## src/hw/rtl/rdsr_pkg.sv

```systemverilog
`timescale 1ns / 1ps
// ----------------------------------------------------------------------------
// rdsr_pkg
// Shared sizes, types and helpers of the rrip/dip/ship replacement unit.
// ----------------------------------------------------------------------------
package rdsr_pkg;

	localparam int NUM_SETS    = 2048;
	localparam int NUM_WAYS    = 16;
	localparam int LEADER_SETS = 32;
	localparam int PSEL_BITS   = 10;
	localparam int SIG_BITS    = 4;

	localparam int SET_W     = $clog2(NUM_SETS);
	localparam int WAY_W     = $clog2(NUM_WAYS);
	localparam int SIG_COUNT = 1 << SIG_BITS;
	localparam int ADDR_W    = 64;
	localparam int AGE_W     = 2;
	localparam int CNT_W     = 2;
	localparam int BIP_W     = 5;
	localparam int MASK_W    = 16;
	localparam int SET_IN_W  = 11;
	localparam int WAY_IN_W  = 4;
	localparam int CLR_LEN   = (NUM_SETS > SIG_COUNT) ? NUM_SETS : SIG_COUNT;
	localparam int CLR_W     = $clog2(CLR_LEN);

	localparam logic [AGE_W-1:0]     AGE_MAX   = 2'd3;
	localparam logic [AGE_W-1:0]     AGE_NEAR  = 2'd1;
	localparam logic [CNT_W-1:0]     CNT_MAX   = 2'd3;
	localparam logic [CNT_W-1:0]     CNT_HOT   = 2'd2;
	localparam logic [PSEL_BITS-1:0] PSEL_MID  = PSEL_BITS'(1 << (PSEL_BITS - 1));
	localparam logic [PSEL_BITS-1:0] PSEL_MAX  = '1;

	typedef enum logic [1:0] {
		ST_CLEAR,
		ST_IDLE,
		ST_ROW,
		ST_REUSE
	} state_t;

	typedef enum logic {
		OP_VICTIM = 1'b0,
		OP_UPDATE = 1'b1
	} op_t;

	// one memory row holds every way of a set
	typedef struct packed {
		logic [NUM_WAYS-1:0][AGE_W-1:0]    age;
		logic [NUM_WAYS-1:0][SIG_BITS-1:0] sig;
		logic [NUM_WAYS-1:0]               strm;
		logic [NUM_WAYS-1:0][ADDR_W-1:0]   last;
	} row_t;

	// input tdata layout, lowest field last
	typedef struct packed {
		logic              hit;
		logic [ADDR_W-1:0] victim_address;
		logic [ADDR_W-1:0] paddr;
		logic [ADDR_W-1:0] pc;
		logic [MASK_W-1:0] valid_mask;
		logic [WAY_IN_W-1:0] way_index;
		logic [SET_IN_W-1:0] set_index;
	} req_t;

	typedef struct packed {
		logic             chose_lip;
		logic             marked_streaming;
		logic [AGE_W-1:0] inserted_age;
		logic [3:0]       victim_way;
	} res_t;

	typedef struct packed {
		logic             re;
		logic [SET_W-1:0] raddr;
		logic             we;
		logic [SET_W-1:0] waddr;
		row_t             wdata;
	} row_req_t;

	typedef struct packed {
		logic                re0;
		logic [SIG_BITS-1:0] raddr0;
		logic                re1;
		logic [SIG_BITS-1:0] raddr1;
		logic                we;
		logic [SIG_BITS-1:0] waddr;
		logic [CNT_W-1:0]    wdata;
	} reuse_req_t;

	function automatic logic [SIG_BITS-1:0] sig_hash(input logic [ADDR_W-1:0] pc);
		logic [ADDR_W-1:0] mix;
		mix = pc ^ (pc >> 4) ^ (pc >> 8);
		return mix[SIG_BITS-1:0];
	endfunction

endpackage

```

## src/hw/rtl/rdsr_reuse_mem.sv

```systemverilog
`timescale 1ns / 1ps
// ----------------------------------------------------------------------------
// rdsr_reuse_mem
// Saturating reuse counters per signature: two registered reads, one write.
// ----------------------------------------------------------------------------
module rdsr_reuse_mem (
	input  logic                           clk,
	input  rdsr_pkg::reuse_req_t           req,
	output logic [rdsr_pkg::CNT_W-1:0]     rdata0,
	output logic [rdsr_pkg::CNT_W-1:0]     rdata1
);

	logic [rdsr_pkg::CNT_W-1:0] mem [rdsr_pkg::SIG_COUNT];

	always_ff @(posedge clk) begin
		if (req.we) begin
			mem[req.waddr] <= req.wdata;
		end
		if (req.re0) begin
			rdata0 <= mem[req.raddr0];
		end
		if (req.re1) begin
			rdata1 <= mem[req.raddr1];
		end
	end

endmodule

```

## config.mk

```make
export PLATFORM = sky130hd
export DESIGN_NAME = rdsr_reuse_mem
export DESIGN_NICKNAME = d
export VERILOG_FILES = /design/src/hw/rtl/rdsr_pkg.sv /design/src/hw/rtl/rdsr_reuse_mem.sv
export SDC_FILE = /design/constraint.sdc
export NUM_CORES = 1
export LEC_CHECK = 0
export ABC_AREA = 1
export BUFFER_PORTS_ARGS = -buffer_cell sky130_fd_sc_hd__buf_2
export CAP_MARGIN = 20
export CORE_AREA = 2 2 92 72
export DETAILED_ROUTE_END_ITERATION = 7
export DIE_AREA = 0 0 94 74
export HOLD_SLACK_MARGIN = 0.08
export PLACE_DENSITY_LB_ADDON = 0.25
export SYNTH_ARGS = -nofsm -noshare
export SYNTH_HDL_FRONTEND = slang
export SYNTH_SLANG_ARGS = --single-unit
```

## constraint.sdc

```tcl
create_clock -name clk -period 1.8 [get_ports clk]
set_clock_uncertainty 0.2 [all_clocks]
set_input_delay 0.45 -clock clk [delete_from_list [all_inputs] [get_ports clk]]
set_output_delay 0.45 -clock clk [all_outputs]
set_load 0.02 [all_outputs]
```

**After elaboration in Yosys (flattened, before gate mapping)**

Memory sizes are Yosys's and may differ from the RTL's. A register that Yosys moved wholly into a read port is not among the register bits.
Cells that the tools add are included.

- Bits in registers: 0
- Bits in latches: 0
- RAM bits: 32
- Memory bits (read-only): 0
- Bits of input ports: 18
- Output and inout bits: 4
- Logic and storage cells: 3
- Memories: 1

Memories:

| memory | depth | width | rd ports | clocked after Yosys merged registers in | wr ports | line | source |
|---|---|---|---|---|---|---|---|
| mem | 16 | 2 | 2 | 2 | 1 | rdsr_reuse_mem.sv:13 | `logic [rdsr_pkg::CNT_W-1:0] mem [rdsr_pkg::SIG_COUNT];` |

- $add $sub $neg: 0
- Multipliers: 0
- Divide/modulo/power cells: 0
- Magnitude comparators: 0
- Eq/ne operators: 0
- Shifts and indexed selects: 0
- Mux-type cells: 2
- Bitwise logic cells: 0
- Reduce and logical (&&, ||, !) cells: 0

Operators by type and width:

| kind | count |
|---|---|
| $mux 1 | 2 |

**Logic depth before layout (Yosys ltp)**

- Depth in word-level cells: 2
- Depth in mapped cells: 8
- Depth with buffers taken out: 6

**Worst setup path after synthesis**

Ideal clock, no wire load.

- Kind: in2reg
- Start point: input req[7] (netlist bit)
- End point: register rdata1[0] (netlist bit), read port of mem, data pin
- Setup time: 253 ps
- Data arrival time: 1021 ps
- Data required time: 1347 ps
- Path slack: 326 ps
- Stages on the path: 8
- Buffers on the path: 2
- Path through: buf_6 inv_4 buf_6 nand2_1 nand3_1 nand3_1 nand3_1 nand2_1

RTL lines:

| what | line | source |
|---|---|---|
| from (decl) | rdsr_reuse_mem.sv:8 | `input rdsr_pkg::reuse_req_t req,` |
| to (decl) | rdsr_reuse_mem.sv:10 | `output logic [rdsr_pkg::CNT_W-1:0] rdata1` |

==> results by group <==
Run status
  • Status: finished, final reports clean

Critical path
  • Critical Path RT: 1.62 ns
  • CP peak stage delay: 0.22 ns
  • Slowest CP cell: buf_2
  • Worst-path fanout max: 17
  • Most frequent CP cell: nand3_1
  • Reg2reg end: rdata0[1]
  • Setup slack, reg-to-reg: 0.42 ns
  • Crit-path cells: buf_2 > inv_4 > nand2_1 > nand3_1 > nand3_1 > nand3_1 > nand2_1
  • Startpoint types: primary input
  • Worst EP arrival: 1.34 ns
  • Critical Path End Type: register
  • Setup CP Type: in2reg
  • Worst R2R Start: mem[6][1]
  • Path depth of the worst reg2reg path: 6
  • Crit path from: req[12]

Route
  • # DRC: 0
  • Via count: 1628
  • Final ANT Viol Nets: 0
  • Via density: 4.817
  • Initial drt markers: 249
  • Initial DRT Pass Iterations: 5
  • Final wirelength: 4780 um
  • WL/cell: 14.14 um

Floorplanning
  • Top Ports: 22
  • Core Box Area: 0.006100 mm2
  • Die W: 94 um
  • Standard-cell rows: 25
  • Area of the die: 0.006956 mm2
  • Chip Height: 74 um
  • Initial core utilization: 0.3210

Synthesis
  • Synth Register Bits: 36
  • Cell Area, Synth: 0.001958 mm2
  • Distinct cell type count after synthesis: 11
  • Synth Area per Inst: 8.332 um2
  • Post-Syn Instances: 235
  • Register area share after synthesis: 0.5521
  • Syn Nets: 253
  • Synthesis warning total: 0

Global routing
  • First-pass GRT wire length: 7583 um
  • Total track usage: 0.1471
  • Largest net degree at the start of global routing: 18
  • Vias in the first global route: 1395
  • Antenna violations before repair: 0
  • Grt total ovfl: 0

STA
  • Final setup vio count: 0
  • Setup TNS: 0 ns
  • Setup ws final: 0.2861 ns
  • Slew Viols, Final: 0
  • Tcrit/Tclk final: 0.8411
  • RSZ-0062 raised after global routing: no
  • Max_slew headroom: 0.7604
  • Endpoints failing hold: 0
  • Max frequency: 660.5 MHz
  • Worst hold slack: 0.1748 ns
  • Least-Margin Pin Slew: 0.3593 ns
  • Period minus WS final: 1.514 ns

Pwr
  • PwrDens: 844.8 mW/mm2
  • Worst-case vdd ir drop: 0.3140 mV
  • Power Total: 1862 uW
  • Leakage Power: 0.0009998 uW

Clock tree
  • CTS tree: built
  • Longest Clk Path Bufs: 2
  • Reg clk slew, reported paths: 0.08 ns
  • Number of buffers created by CTS: 5
  • Root Buffer: clkbuf_8
  • Htree depth: 2
  • Worst skew pair latency: 0.29 ns
  • Number of clock sinks: 36
  • Post-CTS Resized: 0
  • Postcts setup bufs: 0
  • Hold Buf Count CTS: 0

Min path
  • Hold EP: rdata1[0]
  • Worst hold start: req[11]
  • Hold path depth: 1
  • Hold WC Path Type: in2reg

Finish
  • Fillers: 646
  • Layout cells sized above 1: 0.1284
  • Ant. Diodes: 0
  • Nets: 274
  • Area grow syn2layout: 12.52%

Place
  • GPL Wtd Cong: 0.9369
  • Worst slack, placed: 0.02992 ns
  • Detailed placement HPWL: 3608 um
  • PortBufs: 21

Flow run
  • Max Cap Viol: 0
[metal layers]
metal	track usage	part of all wire	up-vias
met4	0.02576	0.0065	0
met2	0.1881	0.38	92
li1	-	-	795
met5	0	0	-
met1	0.2465	0.52	734
met3	0.03647	0.091	7
[worst max path at each step]
stage | to | slack (ns) | cells past startpoint
floorplan | rdata1[0] | 0.33 | 8
global placement | rdata0[1] | 0.003 | 7
detailed placement | rdata0[1] | 0.03 | 7
CTS | rdata0[1] | 0.31 | 1
global route | rdata0[1] | 0.24 | 7
finish | rdata0[1] | 0.29 | 7
[where the power goes]
group          switching, uW  total, uW  internal, uW
clock network            294        705           411
logic                    141        204          63.9
registers               5.03        952           947
total                    439       1860          1420
[per-stage QoR]
stage	utilization	instance area [um2]	std cells
3_3_place_gp	0.3436	2096	330
4_1_cts	0.3612	2203	338
2_1_floorplan	-	1958	235
5_1_grt	0.3612	2203	338
3_5_place_dp	0.3436	2096	330
6_report	0.3612	2203	338
[sequential cells by signal, indices dropped and copies added (netlist names)]
signal / cells
rdata0: 2
mem: 32
rdata1: 2
[cell usage in the layout (no fill, tap or decap)]
cell type  Yosys  routed
edfxtp_1      36      36
buf_4          2       1
nand2_1       73      73
nor2_1        17      17
clkbuf_8       0       5
nand3b_1       2       2
inv_2          2       2
nand3_1       57      57
inv_1         38      38
bufinv_16      0       1
clkinv_2       0       1
clkbuf_1       0       1
buf_2          1      21
inv_4          2       2
[worst max-delay path, delay by kind of cell]
kind / cells / cell delay [ns]
AND/OR/NAND/NOR: 5 / 0.46
buffers and inverters: 2 / 0.42
[cell families after synthesis]
kind of cell           Yosys count  share of synthesized area
buffers and inverters           50                     0.1220
AND/OR/NAND/NOR                149                     0.3259
flip-flops                      36                     0.5521
[layout make-up]
class	instances	area [um2]	share of cell area
repair buffers	22	112.6	0.05111
multi-input cells	149	638.1	0.2896
clock buffers	6	72.57	0.03294
clock inverters	2	35.03	0.01590
well taps	81	101.3	0.04600
flip-flops and latches	36	1081	0.4906
inverters	42	162.7	0.07382
[cell usage after synthesis]
cell type  number  share of area
buf_2           1         0.0026
nand2_1        73           0.14
inv_2           2         0.0038
buf_4           2         0.0077
nand3b_1        2         0.0077
nand3_1        57           0.15
inv_1          38          0.073
inv_4           2         0.0064
edfxtp_1       36           0.55
nor2_1         17          0.033
buf_6           5          0.029
Power figures use the tool's default switching activity.
